`config.mk`:
```
export PLATFORM = sky130hd
export DESIGN_NAME = adj_ctrl
export DESIGN_NICKNAME = d
export VERILOG_FILES = /design/src/rtl/core/adj_pkg.sv /design/src/rtl/core/adj_ctrl.sv
export SDC_FILE = /design/constraint.sdc
export NUM_CORES = 1
export LEC_CHECK = 0
export BUFFER_PORTS_ARGS = -buffer_cell sky130_fd_sc_hd__buf_4
export CORE_MARGIN = 5
export CORE_UTILIZATION = 48
export CTS_CLUSTER_DIAMETER = 120
export DETAILED_ROUTE_END_ITERATION = 7
export GPL_TIMING_DRIVEN = 0
export HOLD_SLACK_MARGIN = 0.03
export PLACE_DENSITY = 0.77
export REMOVE_ABC_BUFFERS = 1
export SLEW_MARGIN = 20
export SYNTH_ARGS = -nofsm -noshare
export SYNTH_HDL_FRONTEND = slang
export SYNTH_SLANG_ARGS = --single-unit
```
`constraint.sdc`:
```
create_clock -name clk -period 2.45 [get_ports clk]
set_clock_uncertainty 0.15 [all_clocks]
set_input_delay 0.245 -clock clk [delete_from_list [all_inputs] [get_ports clk]]
set_output_delay 0.245 -clock clk [all_outputs]
set_load 0.03 [all_outputs]
```
`src/rtl/core/adj_pkg.sv`:
```
// ----------------------------------------------------------------------------
// adj_pkg
// Shared widths, codes and types of the pair list to adjacency table block.
// ----------------------------------------------------------------------------
package adj_pkg;

  localparam int ID_W       = 10;  // node id
  localparam int SLOT_W     = 3;   // slot index of a read
  localparam int KIND_W     = 2;
  localparam int STAT_W     = 2;
  localparam int NC_W       = 11;  // node_count register
  localparam int SC_W       = 4;   // slots_per_node register
  localparam int VAL_W      = 11;  // signed entry value
  localparam int CFG_IDX_W  = 1;
  localparam int CFG_W      = 11;
  localparam int IN_DATA_W  = 24;
  localparam int OUT_DATA_W = 16;

  localparam logic [VAL_W-1:0] EMPTY_VAL = '1;  // -1

  localparam logic [CFG_IDX_W-1:0] REG_NODE_COUNT     = 1'b0;
  localparam logic [CFG_IDX_W-1:0] REG_SLOTS_PER_NODE = 1'b1;

  typedef enum logic [KIND_W-1:0] {
    KIND_CLEAR  = 2'd0,
    KIND_INSERT = 2'd1,
    KIND_READ   = 2'd2
  } kind_t;

  typedef enum logic [STAT_W-1:0] {
    ST_OK      = 2'd0,
    ST_FULL    = 2'd1,
    ST_RANGE   = 2'd2,
    ST_IGNORED = 2'd3
  } status_t;

  typedef enum logic [3:0] {
    S_INIT,   // fill count sweep after reset
    S_IDLE,
    S_CLR,    // fill count sweep for a clear word
    S_FA,     // read fill count of first id
    S_FB,     // check first id, read fill count of second id
    S_FC,     // check second id
    S_WA,     // append to first id's list
    S_WB,     // append to second id's list
    S_RA,     // read fill count and slot
    S_RB,     // form read result
    S_PUSH    // load output register
  } state_t;

  typedef struct packed {
    status_t           status;
    logic [VAL_W-1:0]  value;
  } resp_t;

  typedef struct packed {
    kind_t              kind;
    logic [ID_W-1:0]    first_id;
    logic [ID_W-1:0]    second_id;
    logic [SLOT_W-1:0]  slot_index;
  } cmd_t;

endpackage

```
`src/rtl/core/adj_ctrl.sv`:
```
// ----------------------------------------------------------------------------
// adj_ctrl
// Sequencer: config registers, error latch, fill count sweep, insert and
// read steps, output register.
// ----------------------------------------------------------------------------
module adj_ctrl import adj_pkg::*; #(
  parameter int MAX_NODES = 1024,
  parameter int MAX_SLOTS = 8,
  localparam int FW       = $clog2(MAX_NODES),
  localparam int CNT_W    = $clog2(MAX_SLOTS + 1)
) (
  input  logic                 clk,
  input  logic                 rst,
  input  logic                 cfg_we,
  input  logic [CFG_IDX_W-1:0] cfg_addr,
  input  logic [CFG_W-1:0]     cfg_wdata,
  input  logic                 in_valid,
  output logic                 in_ready,
  input  cmd_t                 in_cmd,
  output logic                 out_valid,
  input  logic                 out_ready,
  output resp_t                out_resp,
  output logic                 fill_we,
  output logic [FW-1:0]        fill_waddr,
  output logic [CNT_W-1:0]     fill_wdata,
  output logic [FW-1:0]        fill_raddr,
  input  logic [CNT_W-1:0]     fill_rdata,
  output logic                 store_we,
  output logic [ID_W-1:0]      store_wdata,
  input  logic [ID_W-1:0]      store_rdata,
  output logic [ID_W-1:0]      unit_node,
  output logic [CNT_W-1:0]     unit_count,
  output logic [SC_W-1:0]      unit_cap,
  input  logic                 unit_full,
  input  logic [CNT_W-1:0]     unit_inc
);

  localparam int CMP_A    = (CNT_W > SC_W) ? CNT_W : SC_W;
  localparam int CMP_W    = (CMP_A > SLOT_W) ? CMP_A : SLOT_W;
  localparam int NODE_RST = (MAX_NODES < 1024) ? MAX_NODES : 1024;
  localparam int SLOT_RST = (MAX_SLOTS < 8) ? MAX_SLOTS : 8;
  localparam logic [FW-1:0] LAST_NODE = FW'(MAX_NODES - 1);

  state_t            state;
  state_t            state_next;
  cmd_t              cmd;
  resp_t             res;
  logic              err;
  logic [NC_W-1:0]   node_lim;
  logic [SC_W-1:0]   slot_cap;
  logic [FW-1:0]     clr_idx;
  logic [CNT_W-1:0]  cnt_a;
  logic [CNT_W-1:0]  cnt_b;

  logic              in_a_ok;
  logic              in_b_ok;
  logic              rd_hit;
  logic              sweep_last;
  logic              out_free;
  logic [NC_W-1:0]   node_sat;
  logic [SC_W-1:0]   slot_sat;
  status_t           in_status;

  // saturate register writes to the built capacity
  assign node_sat = (int'(cfg_wdata) > MAX_NODES) ? NC_W'(MAX_NODES) : cfg_wdata;
  assign slot_sat = (int'(cfg_wdata[SC_W-1:0]) > MAX_SLOTS) ? SC_W'(MAX_SLOTS)
                                                            : cfg_wdata[SC_W-1:0];

  assign in_a_ok    = {1'b0, in_cmd.first_id} < node_lim;
  assign in_b_ok    = {1'b0, in_cmd.second_id} < node_lim;
  assign rd_hit     = (CMP_W'(cmd.slot_index) < CMP_W'(slot_cap)) &&
                      (CMP_W'(cmd.slot_index) < CMP_W'(fill_rdata));
  assign sweep_last = clr_idx == LAST_NODE;
  assign out_free   = !out_valid || out_ready;
  assign unit_cap   = slot_cap;

  // status known at accept time
  always_comb begin
    in_status = ST_OK;
    case (in_cmd.kind)
      KIND_INSERT: begin
        if (err) in_status = ST_IGNORED;
        else if (!in_a_ok || !in_b_ok) in_status = ST_RANGE;
      end
      KIND_READ: begin
        if (!in_a_ok) in_status = ST_RANGE;
      end
      default: ;
    endcase
  end

  // next state
  always_comb begin
    state_next = state;
    case (state)
      S_INIT: begin
        if (sweep_last) state_next = S_IDLE;
      end
      S_IDLE: begin
        if (in_valid) begin
          case (in_cmd.kind)
            KIND_CLEAR:  state_next = S_CLR;
            KIND_INSERT: state_next = (err || !in_a_ok || !in_b_ok) ? S_PUSH : S_FA;
            KIND_READ:   state_next = in_a_ok ? S_RA : S_PUSH;
            default:     state_next = S_PUSH;
          endcase
        end
      end
      S_CLR: begin
        if (sweep_last) state_next = S_PUSH;
      end
      S_FA:   state_next = S_FB;
      S_FB:   state_next = unit_full ? S_PUSH : S_FC;
      S_FC:   state_next = unit_full ? S_PUSH : S_WA;
      S_WA:   state_next = (cmd.first_id == cmd.second_id) ? S_PUSH : S_WB;
      S_WB:   state_next = S_PUSH;
      S_RA:   state_next = S_RB;
      S_RB:   state_next = S_PUSH;
      S_PUSH: begin
        if (out_free) state_next = S_IDLE;
      end
      default: state_next = S_INIT;
    endcase
  end

  // memory and unit controls
  always_comb begin
    in_ready    = 1'b0;
    fill_we     = 1'b0;
    fill_waddr  = FW'(cmd.first_id);
    fill_wdata  = unit_inc;
    fill_raddr  = FW'(cmd.first_id);
    store_we    = 1'b0;
    store_wdata = cmd.second_id;
    unit_node   = cmd.first_id;
    unit_count  = fill_rdata;
    case (state)
      S_INIT, S_CLR: begin
        fill_we    = 1'b1;
        fill_waddr = clr_idx;
        fill_wdata = '0;
      end
      S_IDLE: begin
        in_ready = 1'b1;
      end
      S_FB: begin
        fill_raddr = FW'(cmd.second_id);
      end
      S_FC: begin
        unit_node = cmd.second_id;
      end
      S_WA: begin
        unit_count = cnt_a;
        fill_we    = 1'b1;
        store_we   = 1'b1;
      end
      S_WB: begin
        unit_node   = cmd.second_id;
        unit_count  = cnt_b;
        fill_we     = 1'b1;
        fill_waddr  = FW'(cmd.second_id);
        store_we    = 1'b1;
        store_wdata = cmd.first_id;
      end
      S_RA: begin
        unit_count = CNT_W'(cmd.slot_index);
      end
      default: ;
    endcase
  end

  always_ff @(posedge clk) begin
    if (rst) begin
      state     <= S_INIT;
      err       <= 1'b0;
      clr_idx   <= '0;
      out_valid <= 1'b0;
      node_lim  <= NC_W'(NODE_RST);
      slot_cap  <= SC_W'(SLOT_RST);
    end else begin
      state <= state_next;
      if (cfg_we) begin
        case (cfg_addr)
          REG_NODE_COUNT:     node_lim <= node_sat;
          REG_SLOTS_PER_NODE: slot_cap <= slot_sat;
          default: ;
        endcase
      end
      if (state == S_PUSH && out_free) begin
        out_valid <= 1'b1;
        out_resp  <= res;
      end else if (out_valid && out_ready) begin
        out_valid <= 1'b0;
      end
      case (state)
        S_INIT, S_CLR: begin
          clr_idx <= sweep_last ? '0 : clr_idx + 1'b1;
        end
        S_IDLE: begin
          if (in_valid) begin
            cmd        <= in_cmd;
            res.status <= in_status;
            res.value  <= EMPTY_VAL;
            case (in_cmd.kind)
              KIND_CLEAR: err <= 1'b0;
              KIND_INSERT: begin
                if (!err && (!in_a_ok || !in_b_ok)) err <= 1'b1;
              end
              default: ;
            endcase
          end
        end
        S_FB: begin
          cnt_a <= fill_rdata;
          if (unit_full) begin
            res.status <= ST_FULL;
            err        <= 1'b1;
          end
        end
        S_FC: begin
          cnt_b <= fill_rdata;
          if (unit_full) begin
            res.status <= ST_FULL;
            err        <= 1'b1;
          end
        end
        S_RB: begin
          if (rd_hit) res.value <= {1'b0, store_rdata};
        end
        default: ;
      endcase
    end
  end

  // store is only written by an insert that has not failed
  assert property (@(posedge clk) disable iff (rst)
    store_we |-> (!err && cmd.kind == KIND_INSERT))
    else $error("store write outside a clean insert");

  // an append never takes a list past its capacity
  assert property (@(posedge clk) disable iff (rst)
    (fill_we && state != S_INIT && state != S_CLR)
      |-> CMP_W'(fill_wdata) <= CMP_W'(slot_cap))
    else $error("fill count beyond capacity");

  // any insert that did not succeed leaves the error latched
  assert property (@(posedge clk) disable iff (rst)
    (state == S_PUSH && cmd.kind == KIND_INSERT && res.status != ST_OK) |-> err)
    else $error("failed insert without latched error");

  // only a read ever returns a neighbour id
  assert property (@(posedge clk) disable iff (rst)
    (state == S_PUSH && cmd.kind != KIND_READ) |-> res.value == EMPTY_VAL)
    else $error("entry value on a non-read word");

  // reset always restarts the fill count sweep
  assert property (@(posedge clk) rst |=> (state == S_INIT && clr_idx == '0))
    else $error("reset did not start the sweep");

endmodule

```
After elaboration in Yosys (flattened, before gate mapping)
Cells that the tools add are included.

Add/subtract/negate cells: 1. Multiply operators: 0. Div/mod/pow operators: 0. Order comparisons: 6. Equality and inequality tests: 22. Shift operators: 0. Mux-type cells: 39. Bitwise logic cells: 2. Reductions and logical operators: 33.

Operator list (number): 2-to-1 mux 10 bit (4); 2-to-1 mux 4 bit (10); case mux 4 bit (10 select lines) (1); case mux 4 bit (3 select lines) (2); less-than comparator 10 x 11 -> 1 bit (2); 2-to-1 mux 11 bit (2); case mux 11 bit (2 select lines) (1); case mux 10 bit (2 select lines) (1); equality test 4 x 3 -> 1 bit (second input constant) (4); 2-to-1 mux 13 bit (1); equality test 4 bit (second input constant) (3); AND reduction 4 bit (3); > comparator 11 bit (second input constant) (1); adder 10 x 1 -> 10 bit (second input constant) (1); equality test 10 bit (1); equality test 10 bit (second input constant) (1); 2-to-1 mux 2 bit (5); != test 2 bit (second input constant) (5); AND reduction 2 bit (5); OR reduction 2 bit (5); equality test 4 x 2 -> 1 bit (second input constant) (2); less-than comparator 3 x 4 -> 1 bit (2); 2-to-1 mux 1 bit (8); case mux 2 bit (2 select lines) (2); other kinds (18) (31).

Flip-flop bits (word level): 88. Bits in latches: 0. RAM bits: 0. ROM bits: 0. Input port bits: 61. Output and inout bits: 69. Logic and storage cells: 118. Memories: 0.

Logic depth before layout (Yosys ltp)
Gate-level depths: netlist of run 1.

Depth after elaboration: 8. Gate-level depth with buffers: 8. Gate-level depth less buffers: 8.

Least setup slack after synthesis of run 1
Ideal clock, no wire load.

Path kind: reg-to-reg. Start point: register state[2]. End point: register cmd[0] (netlist name) (enable). Setup time: 403 ps. Arrival: 2543 ps. Data required time: 1897 ps. Slack: -645 ps. Stages on the path, launching flop included: 5. Buffers on the path: 1. Period minus slack after synthesis: 3095 ps. Path through: dfxtp_1 > buf_6 > nor4b_2 > nand2_1 > nor2_1.

Cells in the longest elaborated chain, start to end: 2.

RTL lines: start, declared (RTL line adj_ctrl.sv:44) `state_t state;`; start signal, assigned (RTL line adj_ctrl.sv:181) `state <= state_next;`; equality test 4 x 1 -> 1 bit (RTL line adj_ctrl.sv:195) `case (state)`; AND reduction 3 bit (no source line); end signal, assigned (RTL line adj_ctrl.sv:201) `cmd <= in_cmd;`; end, declared (RTL line adj_ctrl.sv:46) `cmd_t cmd;`.

No other way between the ends. A chain may end at the register's enable or synchronous reset.

Worst setup path after layout of run 1
Start point: register state[2]. End point: output unit_count[1].

Cells in the longest elaborated chain, start to end: 2. Elaborated cells between the ends (all ways): 4. Classes of those cells: eq/ne: 3; mux: 1.

RTL lines: equality test 4 bit or equality test 4 x 3 -> 1 bit (tied branches) (RTL line adj_ctrl.sv:137) `case (state)`; case mux 4 bit (3 select lines) (*) (RTL line adj_ctrl.sv:137); end, declared (RTL line adj_ctrl.sv:32) `output logic [CNT_W-1:0] unit_count,`.

Mark *: on every way between the ends. The rest lies on a longest branch, timed or not.

==> flow_summary.html, run 1 <==
<table>
<tr><th>Metric</th><th>Value</th></tr>
<tr><th colspan="2">Run status</th></tr>
<tr><td>Outcome</td><td>finished clean</td></tr>
<tr><th colspan="2">Synth</th></tr>
<tr><td>#FFs+latches synth</td><td>88</td></tr>
<tr><td>Share of flip-flops with an asynchronous set or reset after synthesis</td><td>0%</td></tr>
<tr><td>Number of instances in the synthesized netlist</td><td>between 400 and 500</td></tr>
<tr><td>Number of warning messages in the yosys log</td><td>0</td></tr>
<tr><td>Average cell area after synthesis</td><td>between 10 and 15 sq um</td></tr>
<tr><td>Flip-flop cell with the highest count after synthesis</td><td>edfxtp_1</td></tr>
<tr><td>Number of different library cells in the post-synthesis netlist</td><td>50</td></tr>
<tr><td>Synthesized cell area</td><td>roughly 4700 sq um</td></tr>
<tr><td>Count of flip-flops with a built-in enable after synthesis</td><td>57</td></tr>
<tr><td>Proportion of synthesized chip area in sequential cells</td><td>roughly half</td></tr>
<tr><th colspan="2">Global routing</th></tr>
<tr><td>Via count of the first global-routing pass</td><td>approximately 4000</td></tr>
<tr><td>First-pass GRT wire length</td><td>roughly 21000 um</td></tr>
<tr><td>Initial antenna violation count</td><td>1</td></tr>
<tr><td>Global-route total usage across every layer</td><td>a little under a quarter</td></tr>
<tr><td>Pin count of the biggest net entering global routing</td><td>30</td></tr>
<tr><td>Total congestion overflow</td><td>0</td></tr>
<tr><th colspan="2">Timing</th></tr>
<tr><td>RSZ-0062 raised after global routing</td><td>yes</td></tr>
<tr><td>Slew @ Worst Pin</td><td>roughly 700 ps</td></tr>
<tr><td>Final-report max-slew violation count</td><td>0</td></tr>
<tr><td>Max-Slew Margin vs Limit</td><td>53.2%</td></tr>
<tr><td>Setup tns final</td><td>0 ps</td></tr>
<tr><td>Final hold viol count</td><td>0</td></tr>
<tr><td>Period Utilization, post-route</td><td>between 90% and 100%</td></tr>
<tr><td>Time the final worst path needs with I/O delays and setup</td><td>2410 ps</td></tr>
<tr><td>Final setup violation count</td><td>0</td></tr>
<tr><td>Max Clk Rate</td><td>0.415 GHz</td></tr>
<tr><th colspan="2">Clock tree</th></tr>
<tr><td>Post-CTS clock slew at the launch and capture registers of the worst setup and hold paths</td><td>about 90 ps</td></tr>
<tr><td>Num CTS Buffers</td><td>9</td></tr>
<tr><td>H-Tree Level Count</td><td>3</td></tr>
<tr><td>TritonCTS clock tree</td><td>done</td></tr>
<tr><td>Clock Latency Late Sink</td><td>roughly 360 ps</td></tr>
<tr><td>Clk root buf</td><td>clkbuf_8</td></tr>
<tr><td>Clk sink count</td><td>between 80 and 90</td></tr>
<tr><td>Max clock buf depth</td><td>2</td></tr>
<tr><th colspan="2">Detailed routing</th></tr>
<tr><td>Overall routed net length</td><td>13600 um</td></tr>
<tr><td>Via Count</td><td>about 4300</td></tr>
<tr><td>Routed wirelength normalized by instance count</td><td>around 18 um</td></tr>
<tr><td>DRC violations left</td><td>0</td></tr>
<tr><td>Number of search-and-repair iterations in the first detailed-routing pass</td><td>5</td></tr>
<tr><td>Mean number of vias per cell</td><td>between 5 and 6</td></tr>
<tr><td>1st-iter DRT viols</td><td>278</td></tr>
<tr><td>Number of nets with antenna violations after routing</td><td>0</td></tr>
<tr><th colspan="2">Floorplan</th></tr>
<tr><td>Chip height</td><td>roughly 110 um</td></tr>
<tr><td>Width of the chip</td><td>109 um</td></tr>
<tr><td>Effective utilization at floorplan</td><td>between 40% and 50%</td></tr>
<tr><td>I/O pin cnt</td><td>between 100 and 150</td></tr>
<tr><td>Floorplan Core Area</td><td>roughly 9700 sq um</td></tr>
<tr><td>Die Outline Area</td><td>approximately 12000 sq um</td></tr>
<tr><td>FP Rows</td><td>36</td></tr>
<tr><th colspan="2">Min path</th></tr>
<tr><td>Type of the tightest min-delay check</td><td>primary input to flip-flop</td></tr>
<tr><td>Hold Path Origin</td><td>cfg_wdata[10]</td></tr>
<tr><th colspan="2">Cells and area</th></tr>
<tr><td>Share of layout cells above drive strength 1</td><td>between 30 and 40%</td></tr>
<tr><td>Final layout net count</td><td>roughly 730</td></tr>
<tr><td>Area overhead of the layout relative to synthesis</td><td>40.3%</td></tr>
<tr><th colspan="2">Worst setup path</th></tr>
<tr><td>Setup CP Type</td><td>flip-flop to output port</td></tr>
<tr><td>Endpoint kind of the worst setup timing path</td><td>output port</td></tr>
<tr><td>Startpoint of the lowest-slack register-to-register path</td><td>node_lim[2]$_SDFFE_PP0P_</td></tr>
<tr><td>Worst endpoint required time</td><td>a little over 2000 ps</td></tr>
<tr><td>Maximum fanout count along the critical path</td><td>10</td></tr>
<tr><td>Worst Path Arrival</td><td>between 2000 and 2500 ps</td></tr>
<tr><td>Launching element type of the critical path</td><td>flip-flop</td></tr>
<tr><td>Crit. Startpoint</td><td>state[2]$_SDFFE_PP0P_</td></tr>
<tr><th colspan="2">Run</th></tr>
<tr><td>Number of max-cap violations</td><td>0</td></tr>
<tr><th colspan="2">Placement</th></tr>
<tr><td>Routability-driven placement congestion ratio</td><td>around 0.92</td></tr>
<tr><td>Final HPWL DP</td><td>between 9000 and 10000 um</td></tr>
<tr><td>Number of input and output port buffers inserted</td><td>about 130</td></tr>
<tr><th colspan="2">Pwr</th></tr>
<tr><td>Leakage dissipation</td><td>2.68 nW</td></tr>
<tr><td>Total design power</td><td>between 2 and 3 mW</td></tr>
<tr><td>Power per standard cell area</td><td>430 nW/um^2</td></tr>
<tr><td>Maximum resistive drop on vdd</td><td>approximately 0.29 mV</td></tr>
</table>
==> synthesized netlist by cell type (3+ instances only) <==
cell type | instances | area, sq um
and2_1 | 5 | 31.3
nand2b_1 | 16 | 100
o211ai_1 | 3 | 22.5
a21o_1 | 6 | 45.0
inv_1 | 23 | 86.3
nand2_1 | 49 | 184
nand3_1 | 8 | 40.0
ha_1 | 27 | 338
a31oi_1 | 3 | 18.8
a21oi_1 | 36 | 180
nor3b_1 | 12 | 90.1
nor2b_1 | 4 | 25.0
o21ai_0 | 14 | 70.1
a22oi_1 | 13 | 97.6
xnor2_1 | 10 | 87.6
a222oi_1 | 3 | 30.0
clkbuf_1 | 13 | 48.8
nor4_1 | 4 | 25.0
nor2_1 | 49 | 184
dfxtp_1 | 31 | 621
mux2_2 | 30 | 338
edfxtp_1 | 57 | 1710
xor2_1 | 8 | 70.1
nor3_1 | 3 | 15.0
nand4_1 | 7 | 43.8
==> state kept, by name (all words and copies together) (netlist names) <==
| register | count |
|---|---|
| unit_cap | 4 |
| err | 1 |
| clr_idx | 10 |
| cnt_b | 4 |
| cmd | 23 |
| res | 13 |
| node_lim | 11 |
| cnt_a | 4 |
| state | 4 |
| out_resp | 13 |
| out_valid | 1 |
==> where the power goes <==
| group | switching, mW | total (mW) | internal, mW |
|---|---|---|---|
| Combinational | 0.163 | 0.347 | 0.184 |
| Clock | 0.544 | 0.923 | 0.379 |
| Sequential | 0.0120 | 1.59 | 1.58 |
| Total | 0.719 | 2.86 | 2.14 |
==> layout by cell type, fill, tap and decap left out, drive strengths merged, types with 3 or more instances in the layout <==
cell type    synthesis  final
nand3                8      8
edfxtp              57     57
clkinv               0      3
o21ai               14     14
nor3                 4      4
a21oi               36     36
nand2               49     49
dfxtp               31     31
nor2                50     50
inv                 23     26
mux2                30     30
a222oi               3      3
nor4                 4      4
o211ai               3      3
nor2b                4      4
a22oi               13     13
dlygate4sd3          0     41
nand4                7      7
and2                 5      5
xnor2               10     10
a31oi                3      3
nand2b              16     16
a21o                 7      7
buf                  6    141
nor3b               12     12
and3                 2      3
xor2                 8      8
clkbuf              13      9
ha                  27     27
==> cell families after synthesis <==
logic type | count (synthesis) | share of synthesized area, %
AND/OR/NAND/NOR | 168 | 17.5
AO/OA/AOI/OAI | 90 | 11.9
flip-flops | 88 | 49.2
buffers and inverters | 42 | 3.61
multiplexers | 31 | 7.33
adder cells (fa/ha/maj) | 27 | 7.12
XOR/XNOR | 18 | 3.32
==> layout make-up <==
cell class	count	area, sq um
fillers	703	3030
multi-input cells	335	2390
flip-flops and latches	88	2340
repair buffers	182	1490
well taps	133	166
clock buffers	9	124
inverters	23	86.3
clock inverters	7	53.8
diodes	1	2.50
==> metal layers <==
metal,part of all wire [%],vias to the layer above,global-route usage (%)
met3,8.1,35,6.11
li1,-,2020,-
met2,51,228,37.5
met1,38,2019,27.5
met4,3.1,0,10.8
met5,0,-,0
==> per-stage QoR <==
step | utilization [%] | instance area, sq um | cells | setup WS [ps] | hold slack (ps)
after floorplan | - | 4660 | 445 | -836 | 164
after global placement | 59.8 | 5790 | 707 | -999 | 251
after detailed placement | 60.0 | 5810 | 708 | -645 | 255
after CTS | 67.0 | 6490 | 767 | -0.332 | 30.1
after global routing | 68.7 | 6650 | 778 | -83.8 | 41.5
final | 68.7 | 6650 | 778 | 39.6 | 46.2
==> worst max-delay path: stages (launching register included) <==
cell,delay [ps]
dfxtp_4,420
nor2b_4,230
nand2_2,170
inv_1,130
nor2_1,100
a222oi_1,320
nand2_1,110
buf_4,180
==> path summary, 6_finish.rpt <==
| kind | slack [ps] | endpoint | cells after the start |
|---|---|---|---|
| setup / recovery | 40 | unit_count[1] | 7 |
| hold / removal | 50 | node_lim[10]$_SDFFE_PP1P_ | 3 |
| setup reg to reg | 70 | res[12]$_SDFFCE_PP0P_ | 9 |
| hold reg to reg | 270 | out_resp[9]$_DFFE_PP_ | 0 |
==> what timing repair did <==
| item | CTS | global route |
|---|---|---|
| endpoints found under the setup margin | 80 | 64 |
| hold buffers | 41 | 0 |
| buffers inserted | 1 | 11 |
| gates resized for setup | 20 | 15 |
| hold endpoints to repair | 44 | 0 |
| pin swaps | 2 | 5 |
| gates cloned | 1 | 0 |
Power figures use the tool's default switching activity.
==> run 2, diff against run 1 <==
--- a/config.mk
+++ b/config.mk
@@ -5,6 +5,7 @@
 export SDC_FILE = /design/constraint.sdc
 export NUM_CORES = 1
 export LEC_CHECK = 0
+export ABC_AREA = 1
 export BUFFER_PORTS_ARGS = -buffer_cell sky130_fd_sc_hd__buf_4
 export CORE_MARGIN = 5
 export CORE_UTILIZATION = 48
==> flow_summary.html, run 2 <==
<table>
<tr><th>Metric</th><th>Value</th></tr>
<tr><th colspan="2">Placement</th></tr>
<tr><td>Dpl cells</td><td>818 (+16%)</td></tr>
<tr><td>Number of input and output port buffers inserted</td><td>129 (unchanged)</td></tr>
<tr><td>Area of placed instances</td><td>5950 sq um (+2.5%)</td></tr>
<tr><td>DP Worst Slack</td><td>-49.7 ps (+595 ps)</td></tr>
<tr><td>Final HPWL DP</td><td>10100 um (+11%)</td></tr>
<tr><td>Routability-driven placement congestion ratio</td><td>0.922 (+0.50%)</td></tr>
<tr><th colspan="2">Clock tree</th></tr>
<tr><td>Clk root buf</td><td>clkbuf_8</td></tr>
<tr><td>Clk sink count</td><td>88 (unchanged)</td></tr>
<tr><td>Max clock buf depth</td><td>2 (unchanged)</td></tr>
<tr><td>Post-CTS clock slew at the launch and capture registers of the worst setup and hold paths</td><td>100 ps (about the same)</td></tr>
<tr><td>Num CTS Buffers</td><td>9 (unchanged)</td></tr>
<tr><td>Clock Latency Late Sink</td><td>380 ps (+20 ps)</td></tr>
<tr><td>TritonCTS clock tree</td><td>done</td></tr>
<tr><td>H-Tree Level Count</td><td>3 (unchanged)</td></tr>
<tr><th colspan="2">Worst setup path</th></tr>
<tr><td>Worst endpoint required time</td><td>2060 ps (about the same)</td></tr>
<tr><td>Delay of the slowest critical-path stage</td><td>460 ps (+40 ps)</td></tr>
<tr><td>Maximum fanout count along the critical path</td><td>11 (+1)</td></tr>
<tr><td>Endpoint kind of the worst setup timing path</td><td>output port</td></tr>
<tr><td>Worst Path Arrival</td><td>1950 ps (-70 ps)</td></tr>
<tr><td>Setup CP Type</td><td>flip-flop to output port</td></tr>
<tr><td>Cell at the slowest stage of the critical path</td><td>dfxtp_2</td></tr>
<tr><td>Worst-path cell chain</td><td>nand2_1 -&gt; nor2_4 -&gt; inv_2 -&gt; o221ai_1 -&gt; buf_4</td></tr>
<tr><td>Launching element type of the critical path</td><td>flip-flop</td></tr>
<tr><th colspan="2">Timing</th></tr>
<tr><td>Worst hold margin</td><td>35.5 ps (-10.7 ps)</td></tr>
<tr><td>Final setup violation count</td><td>0 (unchanged)</td></tr>
<tr><td>Max Clk Rate</td><td>0.426 GHz (+2.7%)</td></tr>
<tr><td>Time the final worst path needs with I/O delays and setup</td><td>2350 ps (-62.4 ps)</td></tr>
<tr><td>Slew @ Worst Pin</td><td>795 ps (+93.4 ps)</td></tr>
<tr><td>Period Utilization, post-route</td><td>95.8% (-2.5 points)</td></tr>
<tr><td>Max-Slew Margin vs Limit</td><td>46.6% (-6.6 points)</td></tr>
<tr><td>RSZ-0062 raised after global routing</td><td>yes</td></tr>
<tr><td>Worst Setup Slack, final</td><td>102 ps (+62.4 ps)</td></tr>
<tr><td>Setup tns final</td><td>0 ps (unchanged)</td></tr>
<tr><td>Final-report max-slew violation count</td><td>0 (unchanged)</td></tr>
<tr><td>Final hold viol count</td><td>0 (unchanged)</td></tr>
<tr><th colspan="2">Cells and area</th></tr>
<tr><td>Share of layout cells above drive strength 1</td><td>27.3% (-6.1 points)</td></tr>
<tr><td>Final layout net count</td><td>837 (+15%)</td></tr>
<tr><td>Top library cells by usage in the layout, fill and taps aside</td><td>buf_4 (140), nand2_1 (126), inv_1 (82)</td></tr>
<tr><td>Flip-flop count of the largest register after layout</td><td>23 (unchanged)</td></tr>
<tr><td>Registers with the most flip-flops</td><td>cmd x23, out_resp x13, res x13</td></tr>
<tr><td>Most common library cell in the layout ignoring fill and taps</td><td>buf_4</td></tr>
<tr><td>Multi-input logic area</td><td>2180 sq um (-8.9%)</td></tr>
<tr><td>Util after Layout</td><td>68.6% (-0.15 points)</td></tr>
<tr><td>Number of diodes added for antenna fixing</td><td>0 (-1)</td></tr>
<tr><td>Total non-filler cell area in the finished layout</td><td>6700 sq um (+0.71%)</td></tr>
<tr><td>Area overhead of the layout relative to synthesis</td><td>38.7%</td></tr>
<tr><td>Largest reg by FF count</td><td>cmd</td></tr>
<tr><td>Number of fill cells in the layout</td><td>736 (+4.7%)</td></tr>
<tr><td>Post-Layout Cell Count</td><td>887 (+14%)</td></tr>
<tr><td>Storage element area</td><td>2330 sq um (-0.48%)</td></tr>
<tr><th colspan="2">Global routing</th></tr>
<tr><td>Via count of the first global-routing pass</td><td>4520 (+10%)</td></tr>
<tr><td>First-pass GRT wire length</td><td>22100 um (+6.5%)</td></tr>
<tr><td>Initial antenna violation count</td><td>0 (-1)</td></tr>
<tr><td>Pin count of the biggest net entering global routing</td><td>27 (-10%)</td></tr>
<tr><td>Global-route total usage across every layer</td><td>23.8% (+1.1 points)</td></tr>
<tr><td>Total congestion overflow</td><td>0 (unchanged)</td></tr>
<tr><th colspan="2">Floorplan</th></tr>
<tr><td>I/O pin cnt</td><td>130 (unchanged)</td></tr>
<tr><td>Floorplan Core Area</td><td>9770 sq um (+0.93%)</td></tr>
<tr><td>FP Rows</td><td>36 (unchanged)</td></tr>
<tr><td>Width of the chip</td><td>110 um (+0.85%)</td></tr>
<tr><td>Chip height</td><td>110 um (+0.85%)</td></tr>
<tr><td>Effective utilization at floorplan</td><td>49.4% (+0.46 points)</td></tr>
<tr><td>Die Outline Area</td><td>12200 sq um (+1.7%)</td></tr>
<tr><th colspan="2">Synth</th></tr>
<tr><td>#FFs+latches synth</td><td>88 (unchanged)</td></tr>
<tr><td>Flip-flop cell with the highest count after synthesis</td><td>edfxtp_1</td></tr>
<tr><td>Proportion of synthesized chip area in sequential cells</td><td>48.3% (-0.90 points)</td></tr>
<tr><td>Simple logic cell fraction of the synthesized area</td><td>21.8% (+4.3 points)</td></tr>
<tr><td>Share of flip-flops with an asynchronous set or reset after synthesis</td><td>0% (unchanged)</td></tr>
<tr><td>Dominant combinational cell family by area after synthesis</td><td>simple AND/OR/NAND/NOR gates</td></tr>
<tr><td>Compound-cell area share of the yosys netlist</td><td>14.0% (+2.0 points)</td></tr>
<tr><td>Number of instances in the synthesized netlist</td><td>566 (+22%)</td></tr>
<tr><td>Adder-cell area share of the yosys netlist</td><td>6.99% (-0.13 points)</td></tr>
<tr><td>Most frequent cell after synthesis</td><td>nand2_1</td></tr>
<tr><td>Number of different library cells in the post-synthesis netlist</td><td>38 (-24%)</td></tr>
<tr><td>Multiplexer share of the synthesized area</td><td>0% (-7.3 points)</td></tr>
<tr><td>Average cell area after synthesis</td><td>8.54 sq um (-16%)</td></tr>
<tr><td>Synthesized cell area</td><td>4830 sq um (+1.9%)</td></tr>
<tr><td>Largest cells by area after synthesis</td><td>edfxtp_1 (35%), dfxtp_1 (13%), nand2_1 (9.8%)</td></tr>
<tr><td>Top cell type by total area after synthesis</td><td>edfxtp_1</td></tr>
<tr><td>Post-synthesis share of cell area spent on xor and xnor gates</td><td>1.09% (-2.2 points)</td></tr>
<tr><td>Number of warning messages in the yosys log</td><td>0 (unchanged)</td></tr>
<tr><td>Synth top area share</td><td>35.4% (-0.66 points)</td></tr>
<tr><td>Ranking of synthesized cells by instance count</td><td>nand2_1 (126), inv_1 (82), edfxtp_1 (57)</td></tr>
<tr><td>Count of flip-flops with a built-in enable after synthesis</td><td>57 (unchanged)</td></tr>
<tr><th colspan="2">Min path</th></tr>
<tr><td>Type of the tightest min-delay check</td><td>primary input to flip-flop</td></tr>
<tr><th colspan="2">Detailed routing</th></tr>
<tr><td>Via Count</td><td>4608 (+7.1%)</td></tr>
<tr><td>Mean number of vias per cell</td><td>5.20 (-6.0%)</td></tr>
<tr><td>DRC violations left</td><td>0 (unchanged)</td></tr>
<tr><td>Overall routed net length</td><td>13900 um (+2.1%)</td></tr>
<tr><td>Number of nets with antenna violations after routing</td><td>0 (unchanged)</td></tr>
<tr><td>Number of search-and-repair iterations in the first detailed-routing pass</td><td>8 (+3)</td></tr>
<tr><td>Routed wirelength normalized by instance count</td><td>15.7 um (-10%)</td></tr>
<tr><td>1st-iter DRT viols</td><td>376 (+35%)</td></tr>
<tr><th colspan="2">Run status</th></tr>
<tr><td>Outcome</td><td>finished clean</td></tr>
<tr><th colspan="2">Pwr</th></tr>
<tr><td>Total design power</td><td>3.00 mW (+4.8%)</td></tr>
<tr><td>Maximum resistive drop on vdd</td><td>0.368 mV (+28%)</td></tr>
<tr><td>Power per standard cell area</td><td>447 nW/um^2 (+4.0%)</td></tr>
<tr><td>Leakage dissipation</td><td>2.82 nW (+5.1%)</td></tr>
<tr><th colspan="2">Run</th></tr>
<tr><td>Number of max-cap violations</td><td>0 (unchanged)</td></tr>
</table>
[run 2: cell count changes after synthesis, sizes merged, moves of 10 or more]
cell,delta
nand2,+79
inv,+64
mux2,-30
o21ai,+28
nand2b,-16
a22oi,-13
a211oi,+12
nor2,+12
nor3b,-12
or2,+10
xnor2,-10
[run 2: final timing paths]
check                              from  cells after the start  slack, ps               endpoint
hold / removal                unit_full                      4         40  state[2]$_SDFFE_PP0P_
setup / recovery  state[0]$_SDFFE_PP0P_                      5        100          fill_waddr[2]
hold reg to reg    res[8]$_SDFFCE_PN1P_                      0        280  out_resp[8]$_DFFE_PP_
setup reg to reg  state[0]$_SDFFE_PP0P_                      8        220      cmd[16]$_DFFE_PP_
[run 2: worst max-delay path: cells and delay by family (launching register included)]
| family | cells | cell delay (ps) |
|---|---|---|
| AND/OR/NAND/NOR | 2 | 450 |
| buffers and inverters | 2 | 390 |
| flip-flops | 1 | 460 |
| AO/OA/AOI/OAI | 1 | 280 |
[run 2: metal layers]
layer  share of wire (%)  GRT usage [%]  routed length [um]
met5                   0              0                   0
met3                 5.9           4.66                 825
met4                 2.9           9.76                 402
met2                  51           41.2                7130
met1                  40           29.1                5550
[run 2: report_power, final]
part	internal (mW)	switching [mW]
Clock	0.400	0.620
Sequential	1.59	0.0137
Combinational	0.188	0.186
Total	2.18	0.819
[run 2: what timing repair did]
action                     4_1_cts  5_1_grt
hold buffers                    44        0
setup buffers                    0        8
hold endpoints to repair        48        0
pin swaps                        1        2
setup endpoints to repair       43       23
resized for setup                9        5
gates cloned                     1        0
[run 2: cells by family after synthesis]
group           after synthesis
simple gates                233
compound gates              110
flops                        88
fa+ha+maj                    27
xor+xnor                      6
buf+inv                     102
[run 2: final cells by class]
cell class	count	area share, %
clock buffer	9	1.85
sequential	88	34.8
timing repair buffer	184	22.3
inverter	89	5.00
clock inverter	7	1.08
tap	133	2.48
multi-input combinational	377	32.5
==> run 3, diff against run 2 <==
--- a/config.mk
+++ b/config.mk
@@ -7,13 +7,15 @@
 export LEC_CHECK = 0
 export ABC_AREA = 1
 export BUFFER_PORTS_ARGS = -buffer_cell sky130_fd_sc_hd__buf_4
+export CELL_PAD_IN_SITES_DETAIL_PLACEMENT = 0
+export CELL_PAD_IN_SITES_GLOBAL_PLACEMENT = 1
 export CORE_MARGIN = 5
-export CORE_UTILIZATION = 48
+export CORE_UTILIZATION = 35
 export CTS_CLUSTER_DIAMETER = 120
 export DETAILED_ROUTE_END_ITERATION = 7
 export GPL_TIMING_DRIVEN = 0
 export HOLD_SLACK_MARGIN = 0.03
-export PLACE_DENSITY = 0.77
+export PLACE_DENSITY_LB_ADDON = 0.1
 export REMOVE_ABC_BUFFERS = 1
 export SLEW_MARGIN = 20
 export SYNTH_ARGS = -nofsm -noshare
==> constraint.sdc (replaced) <==
create_clock -name clk -period 2.45 [get_ports clk]
set_clock_uncertainty 0.15 [all_clocks]
set_input_delay 0.245 -clock clk [delete_from_list [all_inputs] [get_ports clk]]
set_output_delay 0.245 -clock clk [all_outputs]
set_load 0.05 [all_outputs]
==> flow_summary.html, run 3 (synthesis gave the netlist of run 2 again) <==
<table>
<tr><th>Metric</th><th>Value</th></tr>
<tr><th colspan="2">Pwr</th></tr>
<tr><td>Total design power</td><td>3.43 mW (+15%)</td></tr>
<tr><td>Maximum resistive drop on vdd</td><td>0.330 mV (-10%)</td></tr>
<tr><td>Sw Ratio</td><td>22.3% (-5.0 points)</td></tr>
<tr><td>Clock group share of total power</td><td>42.1% (+8.0 points)</td></tr>
<tr><td>Power per standard cell area</td><td>503 nW/um^2 (+13%)</td></tr>
<tr><td>Net Sw Power</td><td>766 uW (-6.5%)</td></tr>
<tr><td>Internal power consumption</td><td>2.67 mW (+23%)</td></tr>
<tr><td>Combinational fraction of design power</td><td>11.2% (-1.3 points)</td></tr>
<tr><td>Leakage dissipation</td><td>2.83 nW (+0.59%)</td></tr>
<tr><td>Sequential share of power</td><td>46.6% (-6.9 points)</td></tr>
<tr><th colspan="2">Cells and area</th></tr>
<tr><td>Multi-input logic area</td><td>2200 sq um (+0.98%)</td></tr>
<tr><td>Post-Layout Cell Count</td><td>924 (+4.2%)</td></tr>
<tr><td>Largest reg by FF count</td><td>cmd</td></tr>
<tr><td>Top library cells by usage in the layout, fill and taps aside</td><td>buf_4 (133), nand2_1 (125), inv_1 (81)</td></tr>
<tr><td>Final layout net count</td><td>827 (-1.2%)</td></tr>
<tr><td>Registers with the most flip-flops</td><td>cmd x23, out_resp x13, res x13</td></tr>
<tr><td>Area overhead of the layout relative to synthesis</td><td>41.3%</td></tr>
<tr><td>Number of diodes added for antenna fixing</td><td>0 (unchanged)</td></tr>
<tr><td>Share of layout cells above drive strength 1</td><td>27.3% (-0.036 points)</td></tr>
<tr><td>Flip-flop count of the largest register after layout</td><td>23 (unchanged)</td></tr>
<tr><td>Most common library cell in the layout ignoring fill and taps</td><td>buf_4</td></tr>
<tr><td>Storage element area</td><td>2330 sq um (unchanged)</td></tr>
<tr><td>Number of fill cells in the layout</td><td>1337 (+82%)</td></tr>
<tr><th colspan="2">Global routing</th></tr>
<tr><td>Initial antenna violation count</td><td>0 (unchanged)</td></tr>
<tr><td>Total congestion overflow</td><td>0 (unchanged)</td></tr>
<tr><td>Pin count of the biggest net entering global routing</td><td>27 (unchanged)</td></tr>
<tr><td>Via count of the first global-routing pass</td><td>4313 (-4.6%)</td></tr>
<tr><td>First-pass GRT wire length</td><td>22300 um (+0.85%)</td></tr>
<tr><td>Global-route total usage across every layer</td><td>17.7% (-6.1 points)</td></tr>
<tr><th colspan="2">Worst setup path</th></tr>
<tr><td>Maximum fanout count along the critical path</td><td>6 (-5)</td></tr>
<tr><td>Cell repeated most along the worst path</td><td>buf_4</td></tr>
<tr><td>Startpoint of the lowest-slack register-to-register path</td><td>state[0]$_SDFFE_PP0P_</td></tr>
<tr><td>Cell at the slowest stage of the critical path</td><td>dfxtp_2</td></tr>
<tr><td>Worst Path Arrival</td><td>2000 ps (+50 ps)</td></tr>
<tr><td>Worst endpoint required time</td><td>2060 ps (about the same)</td></tr>
<tr><td>Setup CP Type</td><td>flip-flop to output port</td></tr>
<tr><td>Endpoint kind of the worst setup timing path</td><td>output port</td></tr>
<tr><td>Delay of the slowest critical-path stage</td><td>450 ps (about the same)</td></tr>
<tr><td>Flop2flop setup slack</td><td>200 ps (-20 ps)</td></tr>
<tr><td>Worst-path cell chain</td><td>nand2_1 -&gt; nor2_4 -&gt; buf_4 -&gt; a22o_1 -&gt; a21oi_1 -&gt; o21ai_0 -&gt; buf_4</td></tr>
<tr><td>Launching element type of the critical path</td><td>flip-flop</td></tr>
<tr><td>Crit. Startpoint</td><td>state[0]$_SDFFE_PP0P_</td></tr>
<tr><th colspan="2">Floorplan</th></tr>
<tr><td>FP Rows</td><td>43 (+19%)</td></tr>
<tr><td>Effective utilization at floorplan</td><td>35.2% (-14 points)</td></tr>
<tr><td>Floorplan Core Area</td><td>13700 sq um (+40%)</td></tr>
<tr><td>Die Outline Area</td><td>16300 sq um (+34%)</td></tr>
<tr><td>Width of the chip</td><td>128 um (+16%)</td></tr>
<tr><td>Chip height</td><td>128 um (+16%)</td></tr>
<tr><td>I/O pin cnt</td><td>130 (unchanged)</td></tr>
<tr><th colspan="2">Detailed routing</th></tr>
<tr><td>Number of nets with antenna violations after routing</td><td>0 (unchanged)</td></tr>
<tr><td>Routed wirelength normalized by instance count</td><td>15.4 um (-2.1%)</td></tr>
<tr><td>DRC violations left</td><td>0 (unchanged)</td></tr>
<tr><td>Mean number of vias per cell</td><td>4.76 (-8.3%)</td></tr>
<tr><td>Overall routed net length</td><td>14200 um (+2.0%)</td></tr>
<tr><td>1st-iter DRT viols</td><td>192 (-49%)</td></tr>
<tr><td>Number of search-and-repair iterations in the first detailed-routing pass</td><td>5 (-3)</td></tr>
<tr><td>Via Count</td><td>4401 (-4.5%)</td></tr>
<tr><th colspan="2">Clock tree</th></tr>
<tr><td>Clk sink count</td><td>88 (unchanged)</td></tr>
<tr><td>Post-CTS clock slew at the launch and capture registers of the worst setup and hold paths</td><td>60 ps (-40 ps)</td></tr>
<tr><td>Num CTS Buffers</td><td>9 (unchanged)</td></tr>
<tr><td>Max clock buf depth</td><td>2 (unchanged)</td></tr>
<tr><td>Clock Latency Late Sink</td><td>340 ps (-40 ps)</td></tr>
<tr><td>Clk root buf</td><td>clkbuf_16</td></tr>
<tr><td>TritonCTS clock tree</td><td>done</td></tr>
<tr><td>H-Tree Level Count</td><td>3 (unchanged)</td></tr>
<tr><th colspan="2">Min path</th></tr>
<tr><td>Type of the tightest min-delay check</td><td>primary input to flip-flop</td></tr>
<tr><td>Hold Path Origin</td><td>cfg_we</td></tr>
<tr><th colspan="2">Timing</th></tr>
<tr><td>Final hold viol count</td><td>0 (unchanged)</td></tr>
<tr><td>Final setup violation count</td><td>0 (unchanged)</td></tr>
<tr><td>Max-Slew Margin vs Limit</td><td>47.3% (+0.69 points)</td></tr>
<tr><td>Slew @ Worst Pin</td><td>785 ps (-10.3 ps)</td></tr>
<tr><td>Max Clk Rate</td><td>0.418 GHz (-1.8%)</td></tr>
<tr><td>Period Utilization, post-route</td><td>97.6% (+1.7 points)</td></tr>
<tr><td>Final-report max-slew violation count</td><td>0 (unchanged)</td></tr>
<tr><td>Time the final worst path needs with I/O delays and setup</td><td>2390 ps (+42.2 ps)</td></tr>
<tr><th colspan="2">Placement</th></tr>
<tr><td>Dpl cells</td><td>865 (+5.7%)</td></tr>
<tr><td>Final HPWL DP</td><td>10900 um (+8.1%)</td></tr>
<tr><td>Number of input and output port buffers inserted</td><td>129 (unchanged)</td></tr>
<tr><td>Routability-driven placement congestion ratio</td><td>0.834 (-9.5%)</td></tr>
<tr><th colspan="2">Run</th></tr>
<tr><td>Number of max-cap violations</td><td>0 (unchanged)</td></tr>
<tr><th colspan="2">Run status</th></tr>
<tr><td>Outcome</td><td>finished clean</td></tr>
</table>
==> run 3: cell types whose count changed in the layout (fill, tap and decap cells not counted), moves of 2 or more <==
cell,delta
inv_8,-2
clkbuf_8,-9
buf_4,-7
clkbuf_16,+9
nor2_4,+2
clkbuf_1,+2
bufinv_16,+2
dlygate4sd3_1,-5
==> run 3: through the flow <==
stage,hold slack (ps),setup TNS [ps],setup slack (ps),instance area [sq um],utilization (%)
final,70.4,0,59.8,6830,49.8
after floorplan,157,-22080,-918,4780,-
after CTS,52.5,0,0.634,6780,49.4
after detailed placement,259,-1920,-166,6020,43.9
after global routing,74.3,-0.238,-0.238,6830,49.8
after global placement,251,-45000,-1570,5980,43.6
==> run 3: routing by layer <==
metal  track usage [%]  vias up  part of all wire [%]
met5                 0        -                     0
met4              6.44        0                   2.3
met3              3.51       21                   5.3
met2              30.1      123                    48
met1              22.4     2012                    44
li1                  -     2245                     -
==> run 3: area by class of cell <==
class | count | share of cell area (%)
clock buffer | 11 | 3.41
clock inverter | 5 | 1.19
inverter | 89 | 4.93
multi-input combinational | 377 | 32.2
sequential | 88 | 34.2
tap | 180 | 3.30
timing repair buffer | 174 | 20.8
==> run 3: worst max-delay path, delay by kind of cell (launching register included) <==
family	cells	cell delay (ps)
compound gates	3	280
flops	1	450
simple gates	2	490
buf+inv	2	430
==> run 3: final timing paths <==
path	depth (start not counted)	end
max	7	unit_count[0]
min	3	unit_cap[3]$_SDFFE_PP1P_
max reg2reg	8	cmd[20]$_DFFE_PP_
min reg2reg	0	out_resp[8]$_DFFE_PP_
==> run 3: power groups by stage <==
stage / Sequential [mW] / Combinational [mW] / Clock (mW)
2_1_floorplan: 1.65 / 0.164 / 0
3_3_place_gp: 1.63 / 0.331 / 0
3_5_place_dp: 1.63 / 0.337 / 0
4_1_cts: 1.60 / 0.390 / 1.49
5_1_grt: 1.60 / 0.434 / 1.55
6_report: 1.60 / 0.385 / 1.45
==> run 3: repair_timing <==
item,4_1_cts,5_1_grt
setup buffers,2,1
pin swaps,1,1
hold buffers,39,0
cloned,1,0
endpoints found under the setup margin,52,29
hold endpoints to repair,43,0
resized for setup,10,9
